$ cat config.mk
export PLATFORM = sky130hd
export DESIGN_NAME = weekly_event_timer_switch
export DESIGN_NICKNAME = d
export VERILOG_FILES = /design/src/hw/rtl/wets_pkg.sv /design/src/hw/rtl/weekly_event_timer_switch.sv
export VERILOG_INCLUDE_DIRS = /design/src /design/src/hw/rtl
export SDC_FILE = /design/constraint.sdc
export NUM_CORES = 1
export LEC_CHECK = 0
export ABC_AREA = 1
export BUFFER_PORTS_ARGS = -buffer_cell sky130_fd_sc_hd__buf_2
export CAP_MARGIN = 40
export CORE_MARGIN = 2
export CORE_UTILIZATION = 60
export CTS_BUF_LIST = sky130_fd_sc_hd__clkbuf_2 sky130_fd_sc_hd__clkbuf_4 sky130_fd_sc_hd__clkbuf_8
export CTS_CLUSTER_DIAMETER = 80
export DETAILED_ROUTE_END_ITERATION = 8
export GPL_TIMING_DRIVEN = 1
export PLACE_DENSITY = 0.77
export SYNTH_ARGS = -nofsm -noshare
export SYNTH_HDL_FRONTEND = slang
export SYNTH_SLANG_ARGS = --single-unit
$ cat constraint.sdc
create_clock -name clk -period 7.1 [get_ports clk]
set_input_delay 1.42 -clock clk [delete_from_list [all_inputs] [get_ports clk]]
set_output_delay 1.42 -clock clk [all_outputs]
set_load 0.005 [all_outputs]
$ cat src/hw/rtl/weekly_event_timer_switch_macros.svh
// ----------------------------------------------------------------------------
// Weekly event timer switch assertion macros
// Shared concurrent assertion forms, clocked on clk and disabled in reset.
// ----------------------------------------------------------------------------
`ifndef WEEKLY_EVENT_TIMER_SWITCH_MACROS_SVH
`define WEEKLY_EVENT_TIMER_SWITCH_MACROS_SVH

// Antecedent implies consequent in the same cycle.
`define WETS_ASSERT_SAME(label, ante, cons) \
	label: assert property (@(posedge clk) disable iff (!arst_n) (ante) |-> (cons)) \
		else $error("weekly_event_timer_switch: same-cycle check failed");

// Antecedent implies consequent in the next cycle.
`define WETS_ASSERT_NEXT(label, ante, cons) \
	label: assert property (@(posedge clk) disable iff (!arst_n) (ante) |=> (cons)) \
		else $error("weekly_event_timer_switch: next-cycle check failed");

`endif

$ cat src/hw/rtl/wets_pkg.sv
// ----------------------------------------------------------------------------
// Weekly event timer switch package
// Beat types, command and action codes, time constants and sequencer states.
// ----------------------------------------------------------------------------
package wets_pkg;

	localparam int POS_W = 14;

	localparam logic [4:0]       HOUR_PER_DAY = 5'd24;
	localparam logic [5:0]       MIN_PER_HOUR = 6'd60;
	localparam logic [2:0]       DAY_PER_WEEK = 3'd7;
	localparam logic [POS_W-1:0] MIN_PER_DAY  = 14'd1440;
	localparam logic [POS_W-1:0] MIN_PER_WEEK = 14'd10080;

	typedef enum logic [1:0] {
		CMD_TIME  = 2'd0,
		CMD_WRITE = 2'd1,
		CMD_STOP  = 2'd2
	} command_t;

	typedef enum logic [2:0] {
		ACT_NONE      = 3'd0,
		ACT_ON        = 3'd1,
		ACT_OFF       = 3'd2,
		ACT_TOGGLE    = 3'd3,
		ACT_PULSE_OFF = 3'd4,
		ACT_PULSE_ON  = 3'd5
	} action_t;

	typedef struct packed {
		logic [1:0] command;
		logic       time_valid;
		logic [4:0] now_hour;
		logic [5:0] now_minute;
		logic [2:0] now_weekday;
		logic [3:0] entry_index;
		logic [6:0] entry_day_mask;
		logic [4:0] entry_hour;
		logic [5:0] entry_minute;
		logic [2:0] entry_action;
	} cmd_t;

	typedef struct packed {
		logic [2:0] fired_action;
		logic       relay_on;
		logic       pulsed;
	} res_t;

	typedef struct packed {
		logic [6:0] day_mask;
		logic [4:0] hour;
		logic [5:0] minute;
		logic [2:0] action;
	} entry_t;

	typedef enum logic [2:0] {
		ST_IDLE,
		ST_PREP,
		ST_SPAN,
		ST_RD,
		ST_EM,
		ST_DAY,
		ST_DONE
	} state_t;

endpackage

$ cat src/hw/rtl/weekly_event_timer_switch.sv
// ----------------------------------------------------------------------------
// Weekly event timer switch
// Event table, minute walk over elapsed time and relay control.
// ----------------------------------------------------------------------------
// Write, stop and non-walking time beats leave the sequencer idle. A time
// beat that moves a synchronised clock starts a walk in which one offset
// adder/comparator visits every entry: it reads the table, forms the entry's
// first offset from the recorded time and steps it through the seven
// weekdays, keeping the latest match in the elapsed span. The table valid
// bits clear at reset, so no clearing pass is needed. A finished result waits
// in an output register; the block takes the next beat while it waits, and a
// later walk that ends before that result is taken holds in its done state
// until the output register frees.
`include "weekly_event_timer_switch_macros.svh"

module weekly_event_timer_switch #(
	parameter int MAX_EVENTS = 16
) (
	input  logic          clk,
	input  logic          arst_n,
	input  logic          cmd_valid,
	output logic          cmd_ready,
	input  wets_pkg::cmd_t cmd,
	output logic          res_valid,
	input  logic          res_ready,
	output wets_pkg::res_t res
);
	import wets_pkg::*;

	localparam int IW = (MAX_EVENTS > 1) ? $clog2(MAX_EVENTS) : 1;
	localparam logic [6:0]    NUM_EV  = 7'(MAX_EVENTS);
	localparam logic [IW-1:0] LAST_EV = IW'(MAX_EVENTS - 1);

	state_t state_q, state_d;

	entry_t              mem [MAX_EVENTS];
	logic [MAX_EVENTS-1:0] vld_q;
	entry_t              rd_q;
	logic                rd_vld_q;

	logic [4:0] last_hour_q, now_hour_q;
	logic [5:0] last_min_q, now_min_q;
	logic [2:0] last_wd_q, now_wd_q;
	logic       synced_q, relay_q;

	logic [POS_W-1:0] lp_q, np_q, span_q, off_q, best_q;
	logic [2:0]       act_q;
	logic             elig_q;
	logic [IW-1:0]    ent_q;
	logic [2:0]       day_q;

	logic res_valid_q;
	res_t res_q;

	logic       accept, time_ok, same_time, start_walk;
	logic [6:0] idx_ext;
	logic [IW-1:0] wr_idx;
	logic [2:0] wr_act;
	logic       out_free, finish;

	logic [POS_W:0]   span_diff, em_diff, step_sum;
	logic [POS_W-1:0] em_pos, span_val, em_off, step_off;
	logic             match;
	logic             relay_new;
	logic             res_pulse_act;

	assign accept  = cmd_valid && cmd_ready;
	assign time_ok = cmd.time_valid && (cmd.now_hour < HOUR_PER_DAY)
		&& (cmd.now_minute < MIN_PER_HOUR) && (cmd.now_weekday < DAY_PER_WEEK);
	assign same_time = (cmd.now_hour == last_hour_q) && (cmd.now_minute == last_min_q)
		&& (cmd.now_weekday == last_wd_q);
	assign start_walk = accept && (cmd.command == CMD_TIME) && time_ok && synced_q && !same_time;

	assign idx_ext = {3'b000, cmd.entry_index};
	assign wr_idx  = idx_ext[IW-1:0];
	assign wr_act  = (cmd.entry_action > ACT_PULSE_ON) ? ACT_NONE : cmd.entry_action;

	assign out_free = !res_valid_q || res_ready;
	assign finish   = (state_q == ST_DONE) && out_free;

	// span of the walk, wrapped into the week
	assign span_diff = {1'b0, np_q} - {1'b0, lp_q};
	assign span_val  = span_diff[POS_W] ? (span_diff[POS_W-1:0] + MIN_PER_WEEK)
		: span_diff[POS_W-1:0];

	// offset of the entry's day-0 firing from the recorded time
	assign em_pos  = POS_W'(rd_q.hour) * POS_W'(MIN_PER_HOUR) + POS_W'(rd_q.minute);
	assign em_diff = {1'b0, em_pos} - {1'b0, lp_q};
	assign em_off  = em_diff[POS_W] ? (em_diff[POS_W-1:0] + MIN_PER_WEEK)
		: em_diff[POS_W-1:0];

	// advance one day, wrapping the week
	assign step_sum = {1'b0, off_q} + {1'b0, MIN_PER_DAY};
	assign step_off = (step_sum >= {1'b0, MIN_PER_WEEK})
		? POS_W'(step_sum - {1'b0, MIN_PER_WEEK}) : step_sum[POS_W-1:0];

	assign match = elig_q && rd_q.day_mask[day_q] && (off_q != '0)
		&& (off_q <= span_q) && (off_q >= best_q);

	assign res_pulse_act = (res.fired_action == ACT_PULSE_OFF)
		|| (res.fired_action == ACT_PULSE_ON);

	always_comb begin
		unique case (act_q)
			ACT_ON, ACT_PULSE_OFF: relay_new = 1'b1;
			ACT_OFF, ACT_PULSE_ON: relay_new = 1'b0;
			ACT_TOGGLE:            relay_new = !relay_q;
			default:               relay_new = relay_q;
		endcase
	end

	// next state
	always_comb begin
		state_d = state_q;
		unique case (state_q)
			ST_IDLE: if (start_walk) state_d = ST_PREP;
			ST_PREP: state_d = ST_SPAN;
			ST_SPAN: state_d = ST_RD;
			ST_RD:   state_d = ST_EM;
			ST_EM:   state_d = ST_DAY;
			ST_DAY: begin
				if (day_q == DAY_PER_WEEK - 3'd1) begin
					state_d = (ent_q == LAST_EV) ? ST_DONE : ST_RD;
				end
			end
			ST_DONE: if (out_free) state_d = ST_IDLE;
			default: state_d = ST_IDLE;
		endcase
	end

	// outputs
	always_comb begin
		cmd_ready = (state_q == ST_IDLE);
		res_valid = res_valid_q;
		res       = res_q;
	end

	always_ff @(posedge clk or negedge arst_n) begin
		if (!arst_n) begin
			state_q     <= ST_IDLE;
			vld_q       <= '0;
			synced_q    <= 1'b0;
			relay_q     <= 1'b0;
			last_hour_q <= '0;
			last_min_q  <= '0;
			last_wd_q   <= '0;
			res_valid_q <= 1'b0;
		end else begin
			state_q <= state_d;
			if (accept) begin
				unique case (cmd.command)
					CMD_WRITE: begin
						if (idx_ext < NUM_EV) vld_q[wr_idx] <= 1'b1;
					end
					CMD_STOP: begin
						synced_q    <= 1'b0;
						last_hour_q <= '0;
						last_min_q  <= '0;
						last_wd_q   <= '0;
					end
					CMD_TIME: begin
						// first valid time only records it
						if (time_ok && !synced_q) begin
							synced_q    <= 1'b1;
							last_hour_q <= cmd.now_hour;
							last_min_q  <= cmd.now_minute;
							last_wd_q   <= cmd.now_weekday;
						end
					end
					default: ;
				endcase
			end
			if (finish) begin
				relay_q     <= relay_new;
				last_hour_q <= now_hour_q;
				last_min_q  <= now_min_q;
				last_wd_q   <= now_wd_q;
				res_valid_q <= 1'b1;
			end else if (res_ready) begin
				res_valid_q <= 1'b0;
			end
		end
	end

	// table write and registered read
	always_ff @(posedge clk) begin
		if (accept && (cmd.command == CMD_WRITE) && (idx_ext < NUM_EV)) begin
			mem[wr_idx] <= '{day_mask: cmd.entry_day_mask, hour: cmd.entry_hour,
				minute: cmd.entry_minute, action: wr_act};
		end
		if (state_q == ST_RD) begin
			rd_q     <= mem[ent_q];
			rd_vld_q <= vld_q[ent_q];
		end
	end

	// walk datapath
	always_ff @(posedge clk) begin
		if (start_walk) begin
			now_hour_q <= cmd.now_hour;
			now_min_q  <= cmd.now_minute;
			now_wd_q   <= cmd.now_weekday;
		end
		unique case (state_q)
			ST_PREP: begin
				lp_q <= POS_W'(last_wd_q) * MIN_PER_DAY
					+ POS_W'(last_hour_q) * POS_W'(MIN_PER_HOUR) + POS_W'(last_min_q);
				np_q <= POS_W'(now_wd_q) * MIN_PER_DAY
					+ POS_W'(now_hour_q) * POS_W'(MIN_PER_HOUR) + POS_W'(now_min_q);
			end
			ST_SPAN: begin
				span_q <= span_val;
				best_q <= '0;
				act_q  <= ACT_NONE;
				ent_q  <= '0;
			end
			ST_EM: begin
				off_q  <= em_off;
				day_q  <= '0;
				elig_q <= rd_vld_q && (rd_q.action != ACT_NONE)
					&& (rd_q.hour < HOUR_PER_DAY) && (rd_q.minute < MIN_PER_HOUR);
			end
			ST_DAY: begin
				// keep the latest match; later entries win ties
				if (match) begin
					best_q <= off_q;
					act_q  <= rd_q.action;
				end
				off_q <= step_off;
				day_q <= day_q + 3'd1;
				if (day_q == DAY_PER_WEEK - 3'd1) ent_q <= ent_q + IW'(1);
			end
			default: ;
		endcase
		if (finish) begin
			res_q.fired_action <= act_q;
			res_q.relay_on     <= relay_new;
			res_q.pulsed       <= (act_q == ACT_PULSE_OFF) || (act_q == ACT_PULSE_ON);
		end
	end

	`WETS_ASSERT_NEXT(a_done_emits, (state_q == ST_DONE) && out_free, res_valid)
	`WETS_ASSERT_SAME(a_best_in_span, state_q == ST_DAY, best_q <= span_q)
	`WETS_ASSERT_SAME(a_pulse_flag, res_valid, res.pulsed == res_pulse_act)
	`WETS_ASSERT_SAME(a_pulse_off_level, res_valid && (res.fired_action == ACT_PULSE_OFF), res.relay_on)

endmodule

==> metrics.md <==
| Metric | Value |
|---|---|
| Run status | completed |
| CTS clk-pin slew, worst paths | about 0.060 ns |
| Final wirelength | 58770 um |
| Initial antenna violation count | 2 |
| CP required | 7.46 ns |
| Die Wd | 208.8 um |
| All-layer global routing usage | 27.23% |
| Final period utilization | 71.00% |
| Yosys warnings | 0 |
| Slew Limit Fails | 0 |
| Max-cap check violation count | 0 |
| Final net count | 2684 |
| Area delta synth->final | 9.783% |
| #FFs+latches synth | 494 |
| Pleak | ~11 nW |
| Placement Setup Slack | 2.091 ns |
| Placed Area | 26120 um^2 |
| Detailed Place HPWL | ~39000 um |
| Post-synth EDFFs | 458 |
| Register area | 14650 um^2 |
| Io pins | 53 |
| Detailed Routing Iterations Pass 1 | 6 |
| Sw Ratio | between 30 and 40% |
| Final instance area | 27620 um^2 |
| Reg2Reg Depth | 22 |
| Share of cells above drive strength 1 | 10.39% |
| Start-to-end type of the worst setup path | flop to flop |
| Total gr overflow | 0 |
| Die Height | 208.8 um |
| Crit path DAT | 5.40 ns |
| ANT nets after route | 0 |
| Inserted Clock Buffers | 79 |
| FP Rows | 75 |
| Worst rel slew slack | 41.28% |
| Vias in the first global route | around 18000 |
| Int Power | around 6 mW |
| IR drop worst, VDD | 0.2940 mV |
| Worst setup path start | rd_q[12]$_DFFE_PN_ |
| TritonCTS clock tree | yes |
| DR WL/cell | 19.31 um |
| Worst r2r src | rd_q[12]$_DFFE_PN_ |
| Startpoint types | flop |
| Setup crit end kind | flop |
| Max Fclk | 198.4 MHz |
| P_sw | 3.407 mW |
| Utilization after layout | about 66% |
| Most frequent cells in the layout | edfxtp_1, nand2_1, nor2_1 |
| Iteration-0 DRC Markers | 1427 |
| Pwr dens | around 340 nW/um^2 |
| CP max FO | 11 |
| H-tree depth | 3 |
| Root Buffer | clkbuf_8 |
| Syn Inst Count | ~2400 |
| GPL Wtd Cong | 0.8927 |
| Worst Hold Launch | now_min_q[1]$_DFFE_PP_ |
| Final Skew | 0.04565 ns |
| Max Buffers Root-to-Sink | 3 |
| Tightest Hold Check Type | flop to flop |
| Post-cts resize count | 0 |
| Hold endpoint | np_q[1]$_DFFE_PP_ |
| Commonest non-fill, non-tap cell in the layout | edfxtp_1 |
| Seq/Total Area, Yosys | around three fifths |
| Synth Flop Type | edfxtp_1 |
| Vias post-DR | 17765 |
| Synthesized cell area | 25160 um^2 |
| First-pass GRT wire length | slightly above 90000 um |
| Fillers | 3174 |
| R2R Setup Slk | 2.06 ns |
| Design Power | 9.389 mW |
| Post-CTS Setup Bufs | 0 |
| # setup viols final | 0 |
| CTS Hold Bufs | 0 |
| Clk Latency, worst-skew pair | approximately 0.66 ns |
| Area of the multi-input gates | 9249 um^2 |
| Reg power frac | 38.7% |
| Combinational share of power | 36.4% |
| Buffers added on ports | 52 |
| Netlist cell types | 49 |
| Final WS setup | approximately 2.1 ns |
| Synthesized area per cell | roughly 11 um^2 |
| Die area | 43580 um^2 |
| RSZ-0062 raised after global routing | no |
| Starting Density | between 60 and 70% |
| Slew @ Worst Pin | approximately 0.9 ns |
| DRC | 0 |
| Largest net degree at the start of global routing | 181 |
| Setup TNS | 0 ns |
| Ys async rst share | 7.287% |
| Worst R2R End | off_q[7]$_DFFE_PP_ |
| Clock Sinks | 494 |
| Syn Nets | 2596 |
| Post-route minimum period | a little over 5 ns |
| Clock power frac | 24.8% |
| Worst hold stages | 0 |
| Core region area | 41670 um^2 |
| Final hold vios | 0 |
| Drt via density | ~5.8 |
## power groups by stage
stage	clock network (mW)	logic, mW	registers, mW
after floorplan	0	2.58	3.66
after global placement	0	3.28	3.69
after detailed placement	0	3.39	3.70
after CTS	2.36	3.42	3.64
after global routing	2.48	3.90	3.65
final	2.33	3.42	3.64
## stage by stage
step | cells | hold WS, ns
2_1_floorplan | 2363 | 0.4249
3_3_place_gp | 2902 | 0.4381
3_5_place_dp | 2908 | 0.4399
4_1_cts | 3041 | 0.4537
5_1_grt | 3042 | 0.4705
6_report | 3043 | 0.4531
## layout make-up
type,instances,area share (%)
clock inverters,36,0.8880
well taps,539,2.442
multi-input cells,1532,33.49
repair buffers,88,2.125
inverters,256,3.493
diodes,1,0.009061
flip-flops and latches,494,53.06
clock buffers,97,4.494
## layer usage
layer | routed length (um) | part of all wire, % | track usage [%] | vias to the layer above
met5 | 13 | 0.022 | 0 | -
met4 | 1676 | 2.9 | 9.852 | 2
met3 | 4110 | 7.0 | 5.050 | 141
met2 | 29990 | 51 | 47.67 | 701
met1 | 22980 | 39 | 33.95 | 8520
li1 | - | - | - | 8401
## how the worst max path moves through the flow
stage	to	slack (ns)	cells after the start
finish	off_q[7]$_DFFE_PP_	2.06	22
global route	off_q[10]$_DFFE_PP_	1.54	23
CTS	off_q[7]$_DFFE_PP_	2.05	22
detailed placement	off_q[7]$_DFFE_PP_	2.09	22
global placement	off_q[10]$_DFFE_PP_	2.24	23
floorplan	off_q[10]$_DFFE_PP_	2.70	23
## critical path: stages (launching register included)
cell and delay, ns:
edfxtp_1 0.50, inv_1 0.18, fa_1 0.46, fa_1 0.51, inv_1 0.04, ha_1 0.34, nand2_1 0.06, o21ai_0 0.26
a21o_1 0.16, a21oi_1 0.07, xnor2_1 0.20, ha_1 0.28, ha_1 0.36, nand2_1 0.10, inv_1 0.04, a21oi_1 0.20
nand3_1 0.12, nand3_1 0.32, inv_1 0.12, nor2_1 0.13, a21oi_1 0.08, o21ai_0 0.11, o21ai_1 0.10
## kinds of logic (layout without fill, tap and decap cells)
group           after synthesis  after routing  synth area share [%]
mux                           1              1               0.03979
compound gates              437            437                 9.942
fa+ha+maj                   187            187                 10.29
simple gates                840            840                 13.98
other cells                   0              1                     0
buf+inv                     337            477                 5.173
flops                       494            494                 58.25
xor+xnor                     67             67                 2.333
## flip-flops by register name (all words and copies together) (netlist names), 5 cells and up
| name | count |
|---|---|
| vld_q | 16 |
| now_hour_q | 5 |
| span_q | 14 |
| off_q | 14 |
| now_min_q | 6 |
| rd_q | 21 |
| np_q | 14 |
| mem | 336 |
| lp_q | 14 |
| last_hour_q | 5 |
| res | 5 |
| best_q | 14 |
| last_min_q | 6 |
## synth_stat cells (all sizes together), types with 2 or more instances
cell,number,area share [%]
xnor2,37,1.3
nor2,285,4.3
o21ai,239,4.8
a21o,11,0.33
xor2,30,1.0
a21boi,2,0.060
fa,33,2.6
buf,25,0.52
nor3,10,0.22
inv,255,3.8
o2111ai,2,0.070
o221ai,33,1.1
a21oi,71,1.5
nand3b,8,0.24
dfrtp,36,3.6
a31oi,3,0.075
edfxtp,458,55
clkbuf,56,0.84
ha,154,7.7
or2,14,0.35
nand3,129,2.6
o211ai,15,0.45
nand2,371,5.7
o22ai,53,1.3
nand4,22,0.57
Note: power is estimated with default switching activity, not from simulation.
